**src/rtl/core/aid_pkg.sv**
```systemverilog
// ----------------------------------------------------------------------------
// aid_pkg: shared definitions for the assembly image deframer
// Item kind codes, parse status codes and the parser phase type.
// ----------------------------------------------------------------------------
package aid_pkg;

   // result item kinds
   localparam logic [3:0] KIND_PARTIAL     = 4'd0;
   localparam logic [3:0] KIND_VERSION_OK  = 4'd1;
   localparam logic [3:0] KIND_ENTRY       = 4'd2;
   localparam logic [3:0] KIND_STR_COUNT   = 4'd3;
   localparam logic [3:0] KIND_STR_LENGTH  = 4'd4;
   localparam logic [3:0] KIND_STR_BYTE    = 4'd5;
   localparam logic [3:0] KIND_INSTR_COUNT = 4'd6;
   localparam logic [3:0] KIND_INSTR_BYTE  = 4'd7;
   localparam logic [3:0] KIND_IGNORED     = 4'd8;

   // parse status
   localparam logic [1:0] STAT_BUSY   = 2'd0;
   localparam logic [1:0] STAT_DONE   = 2'd1;
   localparam logic [1:0] STAT_BADVER = 2'd2;
   localparam logic [1:0] STAT_TRUNC  = 2'd3;

   // last byte position of each header field
   localparam logic [1:0] VERSION_LAST_POS = 2'd1;
   localparam logic [1:0] WORD_LAST_POS    = 2'd3;

   // parser phase, one-hot
   typedef enum logic [6:0] {
      PH_VERSION = 7'b0000001,
      PH_ENTRY   = 7'b0000010,
      PH_SCOUNT  = 7'b0000100,
      PH_SLEN    = 7'b0001000,
      PH_SBYTES  = 7'b0010000,
      PH_ICOUNT  = 7'b0100000,
      PH_IBYTES  = 7'b1000000
   } phase_type;

endpackage

```
**src/rtl/core/assembly_image_deframer_core.sv**
```systemverilog
// ----------------------------------------------------------------------------
// assembly_image_deframer_core: byte-wise program image parser
// Tags each image byte with its role, assembles little-endian header fields
// and reports the parse status with every beat.
// ----------------------------------------------------------------------------
//
//   channel  direction  handshake              payload
//   req      in         req_valid/req_ready    data_byte, first_of_image,
//                                              last_of_image
//   rsp      out        rsp_valid/rsp_ready    item_kind, field_value,
//                                              string_number, last_in_section,
//                                              parse_status
//   csr      in         csr_write_enable       csr_write_data (expected version)
//
// one beat per cycle unless rsp stalls: the parser state and the result
// register update on acceptance and the result shows in the cycle after it.
// req_ready is high while the result register is empty or is drained in the
// same cycle, so a stalled rsp side holds off req only by that one register.
// synchronous active-high reset clears the parser to the version field,
// empties the result register and sets the expected version to zero.
//
module assembly_image_deframer_core (
   input  logic        clock,
   input  logic        reset,
   input  logic        req_valid,
   output logic        req_ready,
   input  logic [7:0]  req_data_byte,
   input  logic        req_first_of_image,
   input  logic        req_last_of_image,
   output logic        rsp_valid,
   input  logic        rsp_ready,
   output logic [3:0]  rsp_item_kind,
   output logic [31:0] rsp_field_value,
   output logic [31:0] rsp_string_number,
   output logic        rsp_last_in_section,
   output logic [1:0]  rsp_parse_status,
   input  logic        csr_write_enable,
   input  logic [15:0] csr_write_data
);

   // parser state
   aid_pkg::phase_type phase_ff, phase_in;
   logic [1:0]  pos_ff, pos_in;
   logic [31:0] shift_ff, shift_in;
   logic [31:0] strings_left_ff, strings_left_in;
   logic [31:0] bytes_left_ff, bytes_left_in;
   logic [31:0] counter_ff, counter_in;
   logic [1:0]  status_ff, status_in;
   logic [15:0] version_ff;

   // result register
   logic        rsp_valid_ff;
   logic [3:0]  kind_ff, kind_in;
   logic [31:0] value_ff, value_in;
   logic [31:0] strnum_ff;
   logic        endsec_ff, endsec_in;
   logic [1:0]  rstatus_ff;

   // state as seen after an optional restart
   aid_pkg::phase_type cur_phase;
   logic [1:0]  cur_pos;
   logic [31:0] cur_shift;
   logic [31:0] cur_strings_left;
   logic [31:0] cur_bytes_left;
   logic [31:0] cur_counter;
   logic [1:0]  cur_status;

   logic [31:0] assembled;
   logic [31:0] bytes_dec;
   logic [31:0] strings_dec;
   logic [31:0] counter_inc;
   logic [1:0]  last_pos;
   logic        accept;

   assign accept    = req_valid && req_ready;
   assign req_ready = !rsp_valid_ff || rsp_ready;

   // restart view
   always_comb begin
      if (req_first_of_image) begin
         cur_phase        = aid_pkg::PH_VERSION;
         cur_pos          = 2'd0;
         cur_shift        = 32'd0;
         cur_strings_left = 32'd0;
         cur_bytes_left   = 32'd0;
         cur_counter      = 32'd0;
         cur_status       = aid_pkg::STAT_BUSY;
      end else begin
         cur_phase        = phase_ff;
         cur_pos          = pos_ff;
         cur_shift        = shift_ff;
         cur_strings_left = strings_left_ff;
         cur_bytes_left   = bytes_left_ff;
         cur_counter      = counter_ff;
         cur_status       = status_ff;
      end
   end

   // shared arithmetic
   assign assembled   = cur_shift | ({24'd0, req_data_byte} << {cur_pos, 3'b000});
   assign bytes_dec   = cur_bytes_left - 32'd1;
   assign strings_dec = cur_strings_left - 32'd1;
   assign counter_inc = cur_counter + 32'd1;
   assign last_pos    = (cur_phase == aid_pkg::PH_VERSION) ?
                        aid_pkg::VERSION_LAST_POS : aid_pkg::WORD_LAST_POS;

   // next state and result for one beat
   always_comb begin
      phase_in        = cur_phase;
      pos_in          = cur_pos;
      shift_in        = cur_shift;
      strings_left_in = cur_strings_left;
      bytes_left_in   = cur_bytes_left;
      counter_in      = cur_counter;
      status_in       = cur_status;
      kind_in         = aid_pkg::KIND_PARTIAL;
      value_in        = 32'd0;
      endsec_in       = 1'b0;

      if (cur_status != aid_pkg::STAT_BUSY) begin
         kind_in = aid_pkg::KIND_IGNORED;
      end else if (cur_phase == aid_pkg::PH_SBYTES || cur_phase == aid_pkg::PH_IBYTES) begin
         // content byte
         kind_in       = (cur_phase == aid_pkg::PH_SBYTES) ?
                         aid_pkg::KIND_STR_BYTE : aid_pkg::KIND_INSTR_BYTE;
         value_in      = {24'd0, req_data_byte};
         bytes_left_in = bytes_dec;
         if (bytes_dec == 32'd0) begin
            endsec_in = 1'b1;
            if (cur_phase == aid_pkg::PH_SBYTES) begin
               counter_in      = counter_inc;
               strings_left_in = strings_dec;
               phase_in        = (strings_dec == 32'd0) ? aid_pkg::PH_ICOUNT : aid_pkg::PH_SLEN;
            end else begin
               status_in = aid_pkg::STAT_DONE;
            end
         end
      end else begin
         // header field byte
         value_in = assembled;
         shift_in = assembled;
         if (cur_pos != last_pos) begin
            pos_in = cur_pos + 2'd1;
         end else begin
            pos_in   = 2'd0;
            shift_in = 32'd0;
            unique case (cur_phase)
               aid_pkg::PH_VERSION: begin
                  if (assembled == {16'd0, version_ff}) begin
                     kind_in  = aid_pkg::KIND_VERSION_OK;
                     phase_in = aid_pkg::PH_ENTRY;
                  end else begin
                     status_in = aid_pkg::STAT_BADVER;
                  end
               end
               aid_pkg::PH_ENTRY: begin
                  kind_in  = aid_pkg::KIND_ENTRY;
                  phase_in = aid_pkg::PH_SCOUNT;
               end
               aid_pkg::PH_SCOUNT: begin
                  kind_in         = aid_pkg::KIND_STR_COUNT;
                  strings_left_in = assembled;
                  counter_in      = 32'd0;
                  phase_in        = (assembled == 32'd0) ? aid_pkg::PH_ICOUNT : aid_pkg::PH_SLEN;
               end
               aid_pkg::PH_SLEN: begin
                  kind_in       = aid_pkg::KIND_STR_LENGTH;
                  bytes_left_in = assembled;
                  if (assembled == 32'd0) begin
                     counter_in      = counter_inc;
                     strings_left_in = strings_dec;
                     phase_in        = (strings_dec == 32'd0) ?
                                       aid_pkg::PH_ICOUNT : aid_pkg::PH_SLEN;
                  end else begin
                     phase_in = aid_pkg::PH_SBYTES;
                  end
               end
               default: begin
                  kind_in       = aid_pkg::KIND_INSTR_COUNT;
                  bytes_left_in = assembled;
                  if (assembled == 32'd0) begin
                     status_in = aid_pkg::STAT_DONE;
                  end else begin
                     phase_in = aid_pkg::PH_IBYTES;
                  end
               end
            endcase
         end
      end

      // early last mark
      if (req_last_of_image && status_in == aid_pkg::STAT_BUSY) begin
         status_in = aid_pkg::STAT_TRUNC;
      end
   end

   // state and configuration registers
   always_ff @(posedge clock) begin
      if (reset) begin
         phase_ff        <= aid_pkg::PH_VERSION;
         pos_ff          <= 2'd0;
         shift_ff        <= 32'd0;
         strings_left_ff <= 32'd0;
         bytes_left_ff   <= 32'd0;
         counter_ff      <= 32'd0;
         status_ff       <= aid_pkg::STAT_BUSY;
         version_ff      <= 16'd0;
      end else begin
         if (csr_write_enable) begin
            version_ff <= csr_write_data;
         end
         if (accept) begin
            phase_ff        <= phase_in;
            pos_ff          <= pos_in;
            shift_ff        <= shift_in;
            strings_left_ff <= strings_left_in;
            bytes_left_ff   <= bytes_left_in;
            counter_ff      <= counter_in;
            status_ff       <= status_in;
         end
      end
   end

   // result valid
   always_ff @(posedge clock) begin
      if (reset) begin
         rsp_valid_ff <= 1'b0;
      end else if (accept) begin
         rsp_valid_ff <= 1'b1;
      end else if (rsp_ready) begin
         rsp_valid_ff <= 1'b0;
      end
   end

   // result payload
   always_ff @(posedge clock) begin
      if (accept) begin
         kind_ff    <= kind_in;
         value_ff   <= value_in;
         strnum_ff  <= cur_counter;
         endsec_ff  <= endsec_in;
         rstatus_ff <= status_in;
      end
   end

   assign rsp_valid           = rsp_valid_ff;
   assign rsp_item_kind       = kind_ff;
   assign rsp_field_value     = value_ff;
   assign rsp_string_number   = strnum_ff;
   assign rsp_last_in_section = endsec_ff;
   assign rsp_parse_status    = rstatus_ff;

   // an ignored byte only follows a finished or failed image
   a_ignored_status: assert property (@(posedge clock) disable iff (reset)
      (rsp_valid && rsp_item_kind == aid_pkg::KIND_IGNORED) |->
      (rsp_parse_status != aid_pkg::STAT_BUSY))
      else $error("ignored byte reported while parse in progress");

   // section end only on content bytes
   a_endsec_kind: assert property (@(posedge clock) disable iff (reset)
      (rsp_valid && rsp_last_in_section) |->
      (rsp_item_kind == aid_pkg::KIND_STR_BYTE || rsp_item_kind == aid_pkg::KIND_INSTR_BYTE))
      else $error("section end flagged on a non-content byte");

   // a last-marked beat always leaves the parser out of progress
   a_last_ends: assert property (@(posedge clock) disable iff (reset)
      (accept && req_last_of_image) |=> (status_ff != aid_pkg::STAT_BUSY))
      else $error("parser still busy after last byte of image");

   // the result register mirrors the status after each beat
   a_status_track: assert property (@(posedge clock) disable iff (reset)
      accept |=> (rsp_valid && rsp_parse_status == status_ff))
      else $error("reported status differs from parser status");

endmodule
```
**config.mk**
```make
export PLATFORM = sky130hd
export DESIGN_NAME = assembly_image_deframer_core
export DESIGN_NICKNAME = d
export VERILOG_FILES = /design/src/rtl/core/aid_pkg.sv /design/src/rtl/core/assembly_image_deframer_core.sv
export SDC_FILE = /design/constraint.sdc
export NUM_CORES = 1
export LEC_CHECK = 0
export BUFFER_PORTS_ARGS = -buffer_cell sky130_fd_sc_hd__buf_2
export CAP_MARGIN = 40
export CELL_PAD_IN_SITES_DETAIL_PLACEMENT = 0
export CELL_PAD_IN_SITES_GLOBAL_PLACEMENT = 1
export CORE_UTILIZATION = 47
export CTS_BUF_LIST = sky130_fd_sc_hd__clkbuf_2 sky130_fd_sc_hd__clkbuf_4 sky130_fd_sc_hd__clkbuf_8
export DETAILED_ROUTE_END_ITERATION = 7
export GPL_ROUTABILITY_DRIVEN = 0
export PLACE_DENSITY_LB_ADDON = 0.2
export SYNTH_ARGS = -nofsm -noshare
export SYNTH_HDL_FRONTEND = slang
export SYNTH_SLANG_ARGS = --single-unit
```
**constraint.sdc**
```tcl
create_clock -name clock -period 7.3 [get_ports clock]
set_input_delay 0.73 -clock clock [delete_from_list [all_inputs] [get_ports clock]]
set_output_delay 0.73 -clock clock [all_outputs]
set_load 0.01 [all_outputs]
```
==> flow_summary.yaml <==
outcome:
  status: "finished, final reports clean"
power_and_ir_drop:
  maximum_vdd_ir_drop_mv: 0.112
  p_total_mw: 3.14
  power_density_nw_per_um2: 190
  leakagePower_nw: 6.06
timing:
  worst_margin_pin_slew_ns: 1.28
  grt_setup_unrepaired: "no"
  clock_skew_after_layout_ns: 0.0455
  fin_hold_ws_ns: 0.385
  maxSlewHeadroom_pct: 14.4
  timing_hold_violations_final: 0
  timing_limited_maximum_frequency_ghz: 0.186
  setup_ws_ns: 1.93
  drv_slew: 0
  final_critical_path_share_of_the_clock_period_pct: 73.6
  final_critical_period_ns: 5.37
  final-setup-viol-count: 0
  setup_total_negative_slack_ns: 0
synth:
  yosysUniqueCellTypes: 91
  netlist_area_um2: 14900
  yosys.area.top_type_share_pct: 20.9
  post_synth_main_area_contributors: "dfxtp_1, edfxtp_1, a21oi_1, nor2_1, o21ai_0"
  yosysMostFrequentCell: "nor2_1"
  flip_flop_and_latch_count_after_synthesis: 227
  post_synth_most_frequent_cells: "nor2_1, nand2_1, a21oi_1"
  synth_edf_count: 71
  netlist_instances: 1938
  synth_top_flop_cell: "dfxtp_1"
  postSynth.asyncResetShare_pct: 0
  yosysWarnings: 0
  synth_area_leader_cell: "dfxtp_1"
  synth_sequential_area_ratio_pct: 35.2
  syn_nets: 1974
  synthesis.area_per_instance_um2: 7.70
place:
  placed_area_um2: 15700
  placedCellCount: 2331
  dpl_worst_slack_ns: 1.57
  placement.io_buffers: 103
  dp_hpwl_um: 40400
setup_path:
  path_cells: "buf_4, inv_2, nand2_1, ha_1, nor3b_1, nand4_1, o21ai_0, nand4b_1, nor4_1, nor4bb_4, nor4_1, buf_4, o21bai_1, a221o_1"
  critPathCaptureType: "flop"
  critPathTopFamily: "simple AND/OR/NAND/NOR gates"
  worst_ep_required_time_ns: 7.78
  critical_path_arrival_ns: 5.85
  timing.critical_path.from_type: "primary input"
  critical_path.max_fanout: 49
  cp_num_cells: 14
  cp_slowest_stage_delay_ns: 0.89
  timing.reg2reg.worst_path_depth: 10
  cpMaxStageDelayCell: "nor4bb_4"
  cp_num_buf_inv: 3
  timing_worst_setup_path_type: "in -> reg"
routing:
  totalWireLength_um: 59500
  drt_pass1_iterations: 6
  detailroute.via_count: 16326
  postRouteAntennaNets: 0
  drt_iter0_markers: 2349
  route.detailed.drc: 0
  via_density_per_instance: 6.79
  drt-wirelength-per-cell_um: 24.8
final_layout:
  final-instance-count-excl-fill: 2403
  share_of_final_layout_standard_cells_stronger_than_drive_strength_1_pct: 13.7
  layout.cell_area.non_filler_um2: 16500
  synthToLayoutAreaGrowth_pct: 10.7
  fin_util_pct: 53.4
  number_of_nets_in_the_finished_design: 2014
grt:
  grt_usage_pct: 35.7
  grt_pass1_vias: 15072
  grt_remaining_overflow: 0
  grt_max_degree: 86
  grt_pass1_wl_um: 90500
  grt_antenna_before_repair: 0
worst_hold_path:
  worst_hold_path_type: "in -> reg"
  number_of_stages_on_the_worst_hold_path: 3
cts:
  worst_skew_pair.late_latency_ns: 0.60
  cts_tree: "done"
  cts_sinks: 227
  postCtsSetupBuffers: 0
  clk_path_buf_depth: 3
  cts.root.buffer_cell: "clkbuf_8"
  htreeDepth: 2
  clkSlewWorstSetupHoldPaths_ns: 0.05
  number_of_buffers_inserted_during_clock_tree_synthesis: 41
  cts_hold_repair.buffers: 0
  cts_repair_resized_insts: 0
floorplan:
  floorplan.die_area_um2: 32500
  die_w_um: 180
  top_level_ports: 104
  initial_utilization_pct: 48.3
  row_count: 64
  fp.coreArea_um2: 30900
  die_h_um: 180
flow_run:
  drv_cap: 0
[cells by family (layout without fill, tap and decap cells)]
family                     Yosys count  in the layout  share of synthesized area [%]
and+or+nand+nor                    820            820                           28.3
AOI/OAI and AO/OA                  627            627                           26.7
DFF                                227            227                           35.2
buffers and inverters              190            258                           5.03
xor gates and xnor gates            38             38                           2.23
muxes                               31             31                           2.08
adders and majority gates            5              5                          0.419
other                                0              1                              0
[registers in the layout, indices dropped and copies added (netlist names), 7 cells and up]
register,cells
bytes_left_ff,32
counter_ff,32
rsp_field_value,32
rsp_string_number,32
shift_ff,32
strings_left_ff,32
version_ff,16
phase_ff,7
[per-layer routing]
metal  track usage (%)  up-vias  part of all wire [%]
met4              19.0        0                   5.3
li1                  -     7325                     -
met2              54.8     1093                    44
met5                 0        -                     0
met1              47.5     7708                    40
met3              6.93      200                    11
[worst min-delay path, cell delays in order]
cell and delay (ns):
buf_2 0.11, inv_1 0.04, a21oi_1 0.05
[power by group]
| part | total, mW | switching (mW) | internal (mW) |
|---|---|---|---|
| clock | 1.22 | 0.572 | 0.645 |
| sequential | 1.38 | 0.0349 | 1.35 |
| combinational | 0.539 | 0.376 | 0.163 |
| total | 3.14 | 0.983 | 2.16 |
[placed cells by master (no fill, tap or decap), types with 21 or more instances in the layout]
| cell | netlist | routed |
|---|---|---|
| nor2_1 | 229 | 226 |
| nand2_1 | 178 | 177 |
| a21oi_1 | 172 | 172 |
| o21ai_0 | 159 | 158 |
| dfxtp_1 | 156 | 156 |
| buf_2 | 12 | 102 |
| nor3_1 | 74 | 74 |
| edfxtp_1 | 71 | 71 |
| nand3_1 | 52 | 51 |
| nor2b_1 | 49 | 49 |
| a22oi_1 | 44 | 44 |
| clkbuf_8 | 0 | 44 |
| buf_4 | 2 | 39 |
| inv_1 | 40 | 38 |
| a31oi_1 | 37 | 37 |
| nor4_1 | 35 | 34 |
| nand4_1 | 33 | 33 |
| mux2i_1 | 31 | 31 |
| and3_1 | 26 | 26 |
| a211oi_1 | 26 | 26 |
| o31ai_1 | 21 | 21 |
| xnor2_1 | 21 | 21 |
[worst paths after layout]
| path | startpoint | end | slack [ns] |
|---|---|---|---|
| min | req_valid | rsp_valid | 0.39 |
| max | req_first_of_image | strings_left_ff[11] | 1.93 |
| min reg2reg | counter_ff[30] | counter_ff[30] | 0.48 |
| max reg2reg | bytes_left_ff[11] | strings_left_ff[11] | 2.40 |
[cell type report]
class / count / area (um^2)
fill: 3015 / 14400
clock inverter: 16 / 100
inverter: 42 / 163
timing repair buffer: 145 / 853
multi-input combinational: 1521 / 8950
clock buffer: 55 / 688
sequential: 227 / 5260
tap: 396 / 495
antenna: 1 / 2.50
(Power assumes the default switching activity.)
